**config.mk**
```make
export PLATFORM = sky130hd
export DESIGN_NAME = chpc_ctrl
export DESIGN_NICKNAME = d
export VERILOG_FILES = /design/src/hw/rtl/color_histogram_pixel_classifier_defines.svh /design/src/hw/rtl/chpc_pkg.sv /design/src/hw/rtl/chpc_ctrl.sv
export SDC_FILE = /design/constraint.sdc
export NUM_CORES = 1
export LEC_CHECK = 0
export ABC_AREA = 1
export BUFFER_PORTS_ARGS = -buffer_cell sky130_fd_sc_hd__buf_2
export CORE_UTILIZATION = 52
export DETAILED_ROUTE_END_ITERATION = 7
export PLACE_DENSITY = 0.76
export SETUP_SLACK_MARGIN = 0.15
export SKIP_LAST_GASP = 1
export SYNTH_ARGS = -nofsm -noshare
export SYNTH_HDL_FRONTEND = slang
export SYNTH_SLANG_ARGS = --single-unit
```
**constraint.sdc**
```tcl
create_clock -name clk -period 1.3 [get_ports clk]
set_input_delay 0.13 -clock clk [delete_from_list [all_inputs] [get_ports clk]]
set_output_delay 0.13 -clock clk [all_outputs]
set_load 0.03 [all_outputs]
```
**src/hw/rtl/color_histogram_pixel_classifier_defines.svh**
```systemverilog
// ----------------------------------------------------------------------------
// Colour histogram classifier assertion macros
// Shared concurrent checks, clocked on the rising edge, off during reset.
// ----------------------------------------------------------------------------
`ifndef COLOR_HISTOGRAM_PIXEL_CLASSIFIER_DEFINES_SVH
`define COLOR_HISTOGRAM_PIXEL_CLASSIFIER_DEFINES_SVH

// Consequent must hold in the same cycle as the antecedent.
`define CHPC_ASSERT_NOW(label, clk, rst_n, ante, cons, msg) \
	label: assert property (@(posedge clk) disable iff (!rst_n) (ante) |-> (cons)) \
		else $error(msg);

// Consequent must hold in the cycle after the antecedent.
`define CHPC_ASSERT_NEXT(label, clk, rst_n, ante, cons, msg) \
	label: assert property (@(posedge clk) disable iff (!rst_n) (ante) |=> (cons)) \
		else $error(msg);

`endif

```
**src/hw/rtl/chpc_pkg.sv**
```systemverilog
// ----------------------------------------------------------------------------
// Colour histogram classifier package
// Sizes, codes and controller/datapath command and status types.
// ----------------------------------------------------------------------------
package chpc_pkg;

	localparam int BINS_PER_CHANNEL = 12;
	localparam int COUNT_WIDTH      = 20;

	localparam int HIST_DEPTH  = BINS_PER_CHANNEL * BINS_PER_CHANNEL * BINS_PER_CHANNEL;
	localparam int ADDR_W      = $clog2(HIST_DEPTH);
	localparam int BIN_W       = $clog2(BINS_PER_CHANNEL);
	localparam int BIN_INDEX_W = 11;
	localparam int HITS_W      = 20;
	localparam int CHAN_W      = 8;
	localparam int CMD_W       = 2;

	// probability in Q0.16, one extra bit to hold exactly 1.0
	localparam int PROB_W    = 17;
	localparam int DIV_STEPS = PROB_W;
	localparam int DIV_CNT_W = $clog2(DIV_STEPS);
	localparam int RATIO_W   = 16;
	localparam int PROD_W    = PROB_W + RATIO_W;

	localparam int CFG_INDEX_W = 2;
	localparam int CFG_DATA_W  = 16;

	localparam logic [7:0]  BIN_DIVISOR_RST = 8'd21;
	localparam logic [15:0] PROB_FLOOR_RST  = 16'd66;
	localparam logic [15:0] RATIO_RST       = 16'd444;

	typedef enum logic [CMD_W-1:0] {
		CMD_TRAIN_OBJ = 2'd0,
		CMD_TRAIN_BG  = 2'd1,
		CMD_CLASSIFY  = 2'd2
	} pix_cmd_t;

	typedef enum logic [CFG_INDEX_W-1:0] {
		CFG_BIN_DIVISOR = 2'd0,
		CFG_PROB_FLOOR  = 2'd1,
		CFG_RATIO       = 2'd2
	} cfg_reg_t;

	typedef struct packed {
		logic clear_wr;   // zero one entry of both histograms, advance sweep
		logic capture;    // latch the pixel's bin index
		logic lookup;     // read both histograms at the latched bin
		logic train_obj;  // write back incremented object bin and total
		logic train_bg;   // write back incremented background bin and total
		logic div_load;   // start both dividers from the read counts
		logic div_step;   // one quotient bit in each divider
		logic div_first;  // first quotient bit: no remainder shift
		logic mul;        // floor probabilities, form the cross product
		logic out_load;   // fill the output register
		logic judge;      // the loaded result is a classification
	} chpc_ctl_t;

	typedef struct packed {
		logic clear_last; // sweep is at the last entry
		logic out_busy;   // output register holds a beat not yet taken
	} chpc_sts_t;

endpackage

```
**src/hw/rtl/chpc_ctrl.sv**
```systemverilog
// ----------------------------------------------------------------------------
// Colour histogram classifier controller
// One-hot sequencer: clear sweep, lookup, train or divide, compare, emit.
// ----------------------------------------------------------------------------
module chpc_ctrl import chpc_pkg::*; (
	input  logic             clk,
	input  logic             arst_n,
	input  logic             in_valid,
	output logic             in_ready,
	input  logic [CMD_W-1:0] in_cmd,
	input  chpc_sts_t        sts,
	output chpc_ctl_t        ctl
);

	typedef enum logic [6:0] {
		S_CLEAR = 7'b0000001,
		S_IDLE  = 7'b0000010,
		S_LOOK  = 7'b0000100,
		S_READ  = 7'b0001000,
		S_DIV   = 7'b0010000,
		S_MUL   = 7'b0100000,
		S_DONE  = 7'b1000000
	} state_t;

	state_t               state_q, state_d;
	logic [CMD_W-1:0]     cmd_q;
	logic [DIV_CNT_W-1:0] cnt_q;
	logic                 accept;

	assign in_ready = (state_q == S_IDLE);
	assign accept   = in_valid && in_ready;

	always_comb begin
		state_d = state_q;
		ctl     = '0;
		case (state_q)
			S_CLEAR: begin
				ctl.clear_wr = 1'b1;
				if (sts.clear_last) state_d = S_IDLE;
			end
			S_IDLE: begin
				if (accept) begin
					ctl.capture = 1'b1;
					state_d     = S_LOOK;
				end
			end
			S_LOOK: begin
				ctl.lookup = 1'b1;
				state_d    = S_READ;
			end
			S_READ: begin
				ctl.train_obj = (cmd_q == CMD_TRAIN_OBJ);
				ctl.train_bg  = (cmd_q == CMD_TRAIN_BG);
				if (cmd_q == CMD_CLASSIFY) begin
					ctl.div_load = 1'b1;
					state_d      = S_DIV;
				end else begin
					state_d = S_DONE;
				end
			end
			S_DIV: begin
				ctl.div_step  = 1'b1;
				ctl.div_first = (cnt_q == '0);
				if (cnt_q == DIV_CNT_W'(DIV_STEPS - 1)) state_d = S_MUL;
			end
			S_MUL: begin
				ctl.mul = 1'b1;
				state_d = S_DONE;
			end
			S_DONE: begin
				if (!sts.out_busy) begin
					ctl.out_load = 1'b1;
					ctl.judge    = (cmd_q == CMD_CLASSIFY);
					state_d      = S_IDLE;
				end
			end
			default: state_d = S_IDLE;
		endcase
	end

	always_ff @(posedge clk or negedge arst_n) begin
		if (!arst_n) begin
			state_q <= S_CLEAR;
			cmd_q   <= '0;
			cnt_q   <= '0;
		end else begin
			state_q <= state_d;
			if (accept) cmd_q <= in_cmd;
			if (ctl.div_load) cnt_q <= '0;
			else if (ctl.div_step) cnt_q <= cnt_q + 1'b1;
		end
	end

endmodule

```
==> metrics.txt, run 1 <==
outcome=aborted with a tool error; failing step=5_1_grt; error msg=[ERROR DPL-0038] Utilization greater than 100%, impossible to legalize; num ports=19; CTS HTree Levels=1; FF+latch count, synth=14; Yosys top cell area share=35.9%; Worst EP post-GRT repair=ctl[3]; Worst EP Category=top-level output; Post-synth EDFFs=0; Die Y=roughly 44 um; clk sink count=14; most numerous cell in the Yosys netlist=nand2_1; Syn Area/Cell=7.81 um^2; Distinct cells, synth=26; Die Wd=around 44 um; Initial Utilization=58.1%; sequential fraction of the synthesis area=38.8%; area leader, netlist=dfrtp_1; Clock Path Buffers=2; largest net degree at the start of global routing=15; Post-Synthesis Cells=116; most frequent cells after synthesis=22 x nand2_1, 20 x inv_1, 16 x nor2_1; Synthesis Warnings=0; syn nets=~130; Async SR Flop Fraction=100%; CTS Buf Count=3; ys flop type=dfrtp_1; Clock Tree Root=clkbuf_4; largest cells by area after synthesis=dfrtp_1 36%, nand2_1 9.1%, inv_1 8.3%; pre-CTS setup slack=-0.0499 ns; IO Port Bufs=18; post-DP HPWL=1610 um; mapped cell area=around 910 um^2; cell count after placement=160; gpl congestion=roughly 0.83; row count=14
-- repair_timing --
item,CTS
gates resized for setup,35
setup buffers,5
endpoints found under the setup margin,23
pin swaps,3
hold buffers,1
hold endpoints to repair,13
-- kinds of logic after synthesis --
kind of cell	share of synthesized area, %
adder cells (fa/ha/maj)	2.76
AND/OR/NAND/NOR	40.9
buffers and inverters	11.3
AO/OA/AOI/OAI	5.25
XOR/XNOR	0.967
flip-flops	38.8
-- through the flow --
step	area (um^2)	utilization (%)
2_1_floorplan	986	-
4_1_cts	1370	87.9
3_3_place_gp	1180	75.4
3_5_place_dp	1180	75.4
==> run 2, diff against run 1 <==
- CORE_AREA: not set -> 2 2 63 65
- CORE_UTILIZATION: 52 -> not set
- DIE_AREA: not set -> 0 0 65 67
- PLACE_DENSITY: 0.76 -> not set
- PLACE_DENSITY_LB_ADDON: not set -> 0.15
- SETUP_SLACK_MARGIN: 0.15 -> not set
==> metrics.txt, run 2 <==
endpoint class of the critical path=output pin; gr usage total=11.3%; Metal-1 WL=1050 um; layout cells sized above 1=62.8%; worst r2r src=state_q[2]$_DFFE_PN0P_; Post-Synthesis Cells=around 120; layout filler cell count=between 300 and 400; worst path bufs/invs=2; max reg flops=7; WHS Path Cells=3; CTS tree=built; n_diodes=0; largest register by flop count=state_q; clock insertion delay at the later pin of the skew report=0.24 ns; Post-DRT Antenna Nets=0; Critical Path AT=1.39 ns; largest registers=state_q x7, cnt_q x5, cmd_q x2; post-DP HPWL=1600 um; Max Slew Vio Count=0; wire per inst=11.2 um; Async SR Flop Fraction=100%; Final Cycle Share=117%; Required @ worst endpoint=1.17 ns; CP max FO=3; sequential fraction of the synthesis area=38.8%; CTS Buf Count=3; CP startpoint=state_q[2]$_DFFE_PN0P_; outcome=finished with violations; Core ar.=between 3000 and 4000 um^2; CTS HTree Levels=1; Die Y=67 um; Max VDD drop=0.000850 V; WL met2=1270 um; antenna violations before repair=0; die area=4360 um^2; Die Wd=65 um; largest net degree at the start of global routing=15; Clock Tree Root=clkbuf_8; area leader, netlist=dfrtp_1; family with the most delay on the worst path=simple AND/OR/NAND/NOR gates; Syn Area/Cell=7.81 um^2; vias in the first global route=805; Distinct cells, synth=26; final setup violation count=17; grt ovf=0; Hold/Removal Path Class=primary input to flop; row count=22; drt initial violations=25; Clock Path Buffers=2; ys flop type=dfrtp_1; Worst-Margin Slew=0.345 ns; area grow syn2layout=77.5%; CP Cell Sequence=nor2_4, nand2_4, nor2_8, inv_6, nor3_4, buf_6; Max Cap Viol=0; first-pass GRT wire length=3660 um; FMAX=659 MHz; Initial Utilization=25.1%; most frequent cells after synthesis=22 x nand2_1, 20 x inv_1, 16 x nor2_1; uppermost layer routed=met4; fin crit period=1.52 ns; Final #Nets=around 170; Yosys top cell area share=35.9%; Pre-Repair DR Iteration Count=4; Synthesis Warnings=0; R2R cell count=10; gpl congestion=0.753; Final Hold Fails=0; mapped cell area=906 um^2; final WL=2380 um; clk sink count=14; commonest non-fill, non-tap cell in the layout=buf_4; CP max stage delay=0.42 ns; post-layout util=around 45%; vias per cell=~4.2; RSZ-0062 raised after global routing=yes; Finished Layout Cells=about 210; most frequent cells in the layout=19 x buf_4, 18 x buf_6, 14 x nand2_1, 12 x dfrtp_1, 11 x inv_2; largest cells by area after synthesis=dfrtp_1 36%, nand2_1 9.1%, inv_1 8.3%; most numerous cell in the Yosys netlist=nand2_1; vias=between 800 and 900; Setup WS post-layout=-0.216 ns; CP Class=flop to output pin; met3 WL=around 42 um; CP max-delay cell=dfrtp_1; Clock Skews=0.000849 ns; IO Port Bufs=18; num ports=19; syn nets=125; Slew headroom=77.0%; clock transition at the registers of the reported paths=roughly 0.060 ns; hold slack final=0.0964 ns; FF+latch count, synth=14; startpoint types=flop; PwrDens=1710 nW/um^2; failing checks=setup timing; Post-synth EDFFs=0; min-delay src=in_cmd[0]; Crit path depth=6; cell count after placement=192; P_leak=0.797 nW; DR DRC count=0
-- run 2: metal layers --
metal,up-vias,GRT usage (%)
met5,-,0
met4,0,3.99
met3,2,2.03
met2,4,18.4
met1,419,14.8
li1,458,-
-- run 2: logic make-up (layout without fill, tap and decap cells) --
group | count (synthesis) | in the layout | share of synthesized area [%]
AO/OA/AOI/OAI | 8 | 8 | 5.25
XOR/XNOR | 1 | 1 | 0.967
adder cells (fa/ha/maj) | 2 | 2 | 2.76
buffers and inverters | 24 | 72 | 11.3
flip-flops | 14 | 14 | 38.8
AND/OR/NAND/NOR | 67 | 67 | 40.9
-- run 2: per-stage QoR --
step | setup TNS, ns | power [mW] | instance area (um^2) | setup WS, ns
finish | -2.10 | 2.74 | 1610 | -0.216
global route | -3.51 | 2.92 | 1610 | -0.291
CTS | -2.40 | 2.50 | 1440 | -0.223
detailed placement | -0.258 | 1.71 | 1170 | -0.0571
global placement | -0.201 | 1.71 | 1170 | -0.0411
floorplan | -0.285 | 1.35 | 935 | -0.129
-- run 2: area by class of cell --
cell class	count	area (um^2)	share of cell area [%]
Timing Repair Buffer	46	425	26.5
Tap cell	48	60.1	3.74
Multi-Input combinational cell	78	624	38.8
Inverter	22	90.1	5.60
Clock buffer	4	55.1	3.42
Sequential cell	14	353	21.9
-- run 2: what timing repair did --
item,in CTS,in global routing
gates resized for setup,39,42
setup endpoints to repair,14,22
pin swaps,6,10
buffers inserted,10,5
hold buffers,1,0
hold endpoints to repair,13,0
-- run 2: final timing paths --
check / endpoint / slack [ns]
min: cmd_q[0]$_DFFE_PN0P_ / 0.1
min in group asynchronous: cnt_q[0]$_DFFE_PN0P_ / 0.32
min reg2reg: cnt_q[1]$_DFFE_PN0P_ / 0.53
max: ctl[3] / -0.22
max reg2reg: state_q[1]$_DFFE_PN0P_ / -0.12
max in group asynchronous: state_q[0]$_DFFE_PN1P_ / 0.68
-- run 2: where the power goes --
part | internal, mW | total, mW | switching, mW
Clock | 0.268 | 0.432 | 0.164
Sequential | 0.529 | 0.602 | 0.0726
Combinational | 0.778 | 1.71 | 0.930
-- run 2: worst register-to-register path, delay by kind of cell, from the launching register on --
kind,cells,cell delay (ns)
simple gates,8,0.66
flops,1,0.42
buf+inv,2,0.23
No activity file was read; power rests on OpenSTA's default activity.
==> run 3, diff against run 2 <==
- ABC_AREA: 1 -> not set
==> metrics.txt, run 3 <==
largest registers=state_q x7, cnt_q x5, cmd_q x2; clock transition at the registers of the reported paths=0.06 ns; area leader, netlist=dfrtp_1; most numerous cell in the Yosys netlist=dfrtp_1; final setup violation count=25; Max Slew Vio Count=0; PwrDens=approximately 1900 nW/um^2; first-pass GRT wire length=approximately 4400 um; Max VDD drop=~0.00094 V; min-delay src=sts[1]; layout filler cell count=between 300 and 400; largest cells by area after synthesis=dfrtp_1 37%, mux2_2 3.8%, nand2b_1 3.5%; worst r2r src=state_q[3]$_DFFE_PN0P_; n_diodes=0; Pint=around 2.1 mW; mux contribution to synthesized area=approximately 3.8%; vias per cell=4.49; combinational share of power=68.6%; Slew headroom=between 70% and 80%; DR DRC count=0; Synthesis Warnings=0; Setup WS post-layout=-0.643 ns; wire per inst=12.8 um; Critical Path AT=about 1.8 ns; Clock Power Share=12.4%; Clock Skews=0.00339 ns; Post-synth EDFFs=0; Post-DRT Antenna Nets=0; Area after DPL=1390 um^2; layout cells sized above 1=69.6%; most frequent cells after synthesis=13 x dfrtp_1, 7 x nor2_1, 5 x nand2b_1, 5 x nor4_1; endpoint class of the critical path=output pin; grt ovf=0; gpl congestion=~0.79; largest net degree at the start of global routing=15; failing checks=setup timing; gr usage total=13.4%; Yosys top cell area share=36.5%; P_leak=0.852 nW; Syn Area/Cell=just under 10 um^2; CP Class=flop to output pin; syn nets=100; family with the most delay on the worst path=simple AND/OR/NAND/NOR gates; final WL=around 2600 um; Die Y=roughly 67 um; clk sink count=14; Worst-Margin Slew=0.377 ns; die area=4360 um^2; main combinational cell family by area after synthesis=simple AND/OR/NAND/NOR gates; Adder-Cell Fraction of Synth Area=2.81%; CTS tree=built; Seq pwr share=19.0%; area grow syn2layout=105%; row count=22; xor/xnor cell area share of the yosys netlist=between 4 and 5%; CP max stage delay=0.60 ns; Core ar.=3610 um^2; Async SR Flop Fraction=100%; largest register by flop count=state_q; RSZ-0062 raised after global routing=yes; multi-input logic area=around 730 um^2; Max Cap Viol=0; Final #Nets=168; antenna violations before repair=0; simple-gate share of the synthesized area=34.0%; sw power=around 1.3 mW; vias in the first global route=965; CTS HTree Levels=1; Post-Synthesis Cells=91; drt initial violations=9; num ports=19; FF+latch count, synth=14; CP Cell Sequence=nand2b_4, or4_4, nor3b_4, buf_6; Hold/Removal Path Class=primary input to flop; outcome=finished with violations; FMAX=515 MHz; post-DP HPWL=1900 um; register area=354 um^2; cell area after layout=1820 um^2; Distinct cells, synth=39; max reg flops=7; CP startpoint=state_q[2]$_DFFE_PN0P_; startpoint types=flop; CTS Buf Count=3; CP max-delay cell=or4_4; commonest non-fill, non-tap cell in the layout=buf_4; Initial Utilization=24.7%; switch share=between 30% and 40%; pre-CTS setup slack=-0.505 ns; Die Wd=65 um; IO Port Bufs=18; CP max FO=5; complex-gate fraction of the synthesized area=8.71%; worst path bufs/invs=1; Required @ worst endpoint=1.17 ns; sequential fraction of the synthesis area=39.5%; ys flop type=dfrtp_1; Pre-Repair DR Iteration Count=4; clock insertion delay at the later pin of the skew report=0.24 ns; vias=about 930; mapped cell area=891 um^2; Final Hold Fails=0; Clock Path Buffers=2; most frequent cells in the layout=34 x buf_4, 26 x buf_6, 11 x dfrtp_1, 6 x buf_2; Clock Tree Root=clkbuf_8; fin crit period=1.94 ns; Final Cycle Share=149%; hold slack final=0.0438 ns
[run 3: changes by cell type after synthesis, sizes merged, moves of 5 or more]
cell / before / now
nor2: 20 / 8
nand2: 26 / 4
nand2b: 0 / 5
nand3: 15 / 2
inv: 22 / 4
o21ai: 5 / 0
[run 3: area by class of cell]
type	instances	share of cell area (%)
inverters	4	0.961
clock buffers	4	3.02
flip-flops and latches	14	19.4
repair buffers	68	33.4
well taps	48	3.29
multi-input cells	68	39.9
[run 3: cells by family (layout without fill, tap and decap cells)]
group | Yosys count | count (layout)
compound gates | 10 | 10
xor+xnor | 5 | 5
fa+ha+maj | 2 | 2
buf+inv | 9 | 76
flops | 14 | 14
mux | 3 | 3
simple gates | 48 | 48
[run 3: path summary, 6_finish.rpt]
kind	endpoint	slack, ns	depth (start not counted)
setup / recovery	ctl[6]	-0.64	4
hold / removal	state_q[0]$_DFFE_PN1P_	0.04	2
setup reg to reg	cmd_q[1]$_DFFE_PN0P_	-0.57	7
hold reg to reg	cmd_q[0]$_DFFE_PN0P_	0.63	2
max in group asynchronous	state_q[0]$_DFFE_PN1P_	0.69	2
min in group asynchronous	state_q[4]$_DFFE_PN0P_	0.31	2
[run 3: layer usage]
metal	vias to the layer above	global-route usage, %	wire length [um]
li1	459	-	-
met5	-	0	0
met1	448	17.5	1250
met4	0	7.71	50
met2	14	22.2	1270
met3	4	0.676	70
[run 3: power groups by stage]
| stage | logic (mW) | clock network [mW] | registers, mW |
|---|---|---|---|
| 3_5_place_dp | 1.60 | 0 | 0.634 |
| 4_1_cts | 2.11 | 0.435 | 0.635 |
| 5_1_grt | 2.49 | 0.458 | 0.662 |
| 6_report | 2.33 | 0.422 | 0.647 |
| 2_1_floorplan | 0.963 | 0 | 0.648 |
| 3_3_place_gp | 1.60 | 0 | 0.631 |
[run 3: through the flow]
step / total power [mW] / util [%] / cells / setup TNS (ns)
floorplan: 1.61 / - / 91 / -8.23
global placement: 2.23 / 38.5 / 187 / -8.35
detailed placement: 2.23 / 38.5 / 187 / -8.45
CTS: 3.18 / 47.6 / 202 / -10.78
global route: 3.61 / 50.6 / 206 / -12.60
finish: 3.40 / 50.6 / 206 / -10.89
[run 3: repair_timing]
| action | 4_1_cts | 5_1_grt |
|---|---|---|
| endpoints found under the hold margin | 13 | 0 |
| buffers inserted | 10 | 11 |
| pin swaps | 17 | 12 |
| setup endpoints to repair | 26 | 26 |
| gates cloned | 0 | 0 |
| resized for setup | 44 | 23 |
| hold buffers | 1 | 0 |
==> run 4, diff against run 3 <==
- BUFFER_PORTS_ARGS: -buffer_cell sky130_fd_sc_hd__buf_2 -> -buffer_cell sky130_fd_sc_hd__buf_4
==> metrics.txt, run 4 (synthesis results as in run 3) <==
outcome=finished with violations; CTS Buf Count=3; DR DRC count=0; Post-DRT Antenna Nets=0; antenna violations before repair=0; Clock Tree Root=clkbuf_8; worst r2r src=state_q[3]$_DFFE_PN0P_; startpoint types=flop; RSZ-0062 raised after global routing=yes; gpl congestion=0.821; Hold/Removal Path Class=primary input to flop; post-layout util=51.5%; Setup WS post-layout=-0.654 ns; PwrDens=around 1900 nW/um^2; largest net degree at the start of global routing=15; Die Wd=around 65 um; layout cells sized above 1=a little over two thirds; P_leak=0.863 nW; cell area after layout=1860 um^2; grt ovf=0; Final #Nets=168; setup_tns=-11.94 ns; CTS tree=built; hold slack final=around 0.027 ns; Final Hold Fails=0; Critical Path AT=1.82 ns; final setup violation count=26; largest registers=state_q x7, cnt_q x5, cmd_q x2; CP Cell Sequence=buf_6, buf_6, nor4_4, nand2_2, nor4_4, buf_6; final WL=2770 um; largest register by flop count=state_q; CP max stage delay=0.41 ns; Area after DPL=1440 um^2; first-pass GRT wire length=4650 um; Clock Path Buffers=2; post-DP HPWL=between 1500 and 2000 um; Core ar.=3610 um^2; row count=22; die area=4360 um^2; CP max-delay cell=dfrtp_1; most frequent cells in the layout=43 x buf_4, 21 x buf_6, 12 x dfrtp_1, 6 x nor2_1; min-delay src=sts[1]; layout filler cell count=330; Slew headroom=between 80 and 90%; failing checks=setup timing; endpoint class of the critical path=output pin; gr usage total=approximately 14%; commonest non-fill, non-tap cell in the layout=buf_4; max reg flops=7; CTS HTree Levels=1; Pre-Repair DR Iteration Count=4; IO Port Bufs=18; Initial Utilization=24.7%; clk sink count=14; clock transition at the registers of the reported paths=0.06 ns; Max VDD drop=a little under 0.0009 V; Die Y=67 um; n_diodes=0; vias in the first global route=989; CP Class=flop to output pin; WHS Path Cells=2; clock insertion delay at the later pin of the skew report=0.25 ns; Max Cap Viol=0; fin crit period=1.95 ns; drt initial violations=23; cell mode on critical path=buf_6; Final Cycle Share=150%; CP startpoint=state_q[3]$_DFFE_PN0P_; Max Slew Vio Count=0; Required @ worst endpoint=1.17 ns; FMAX=about 510 MHz; CP max FO=3; Worst-Margin Slew=0.292 ns; wire per inst=13.5 um; R2R cell count=6; vias=roughly 920; num ports=19; Clock Skews=~0.0056 ns; area grow syn2layout=109%; vias per cell=4.46
run 4: changes by cell type in the layout (fill, tap and decap cells not counted), moves of 2 or more:
cell    previous run  this run
buf_6             26        21
buf_2              6         0
buf_12             1         3
buf_4             34        43
run 4: timing repair:
item	in CTS	in global routing
pin swaps	12	13
resized for setup	33	14
buffers inserted	9	8
endpoints found under the hold margin	14	0
endpoints found under the setup margin	26	26
hold buffers	1	0
run 4: report_power, final:
part	switching, mW	internal [mW]	leakage, nW
registers	0.0873	0.539	0.182
logic	1.07	1.35	0.652
clock network	0.168	0.268	0.0288
total	1.33	2.16	0.863
run 4: final timing paths:
path,endpoint,slack (ns)
worst min-delay path,state_q[0]$_DFFE_PN1P_,0.03
worst min register to register,state_q[1]$_DFFE_PN0P_,0.62
min in group asynchronous,cnt_q[0]$_DFFE_PN0P_,0.28
max in group asynchronous,state_q[0]$_DFFE_PN1P_,0.77
worst max register to register,state_q[1]$_DFFE_PN0P_,-0.59
worst max-delay path,ctl[3],-0.65
run 4: cell type report:
| type | instances | area [um^2] | share of cell area (%) |
|---|---|---|---|
| tap | 48 | 60.1 | 3.23 |
| sequential | 14 | 353 | 19.0 |
| inverter | 4 | 17.5 | 0.943 |
| multi-input combinational | 68 | 743 | 40.0 |
| clock buffer | 4 | 55.1 | 2.96 |
| timing repair buffer | 68 | 629 | 33.9 |
run 4: per-layer routing:
metal  up-vias  global-route usage, %  part of all wire [%]
li1        452                      -                     -
met1       456                   18.0                    46
met2         9                   24.9                    52
met3         2                   1.18                   1.0
met4         0                   3.99                  0.97
met5         -                      0                     0
run 4: per-stage QoR:
| step | std cells | setup slack, ns | power (mW) |
|---|---|---|---|
| after detailed placement | 186 | -0.478 | 2.30 |
| final | 206 | -0.654 | 3.48 |
| after global routing | 206 | -0.714 | 3.69 |
| after floorplan | 91 | -0.546 | 1.61 |
| after CTS | 199 | -0.656 | 3.22 |
| after global placement | 186 | -0.452 | 2.28 |
run 4: worst max-delay path: cells and delay by family, from the launching register on:
| kind | cells | cell delay (ns) |
|---|---|---|
| buffers and inverters | 3 | 0.42 |
| DFF | 1 | 0.41 |
| and+or+nand+nor | 3 | 0.75 |
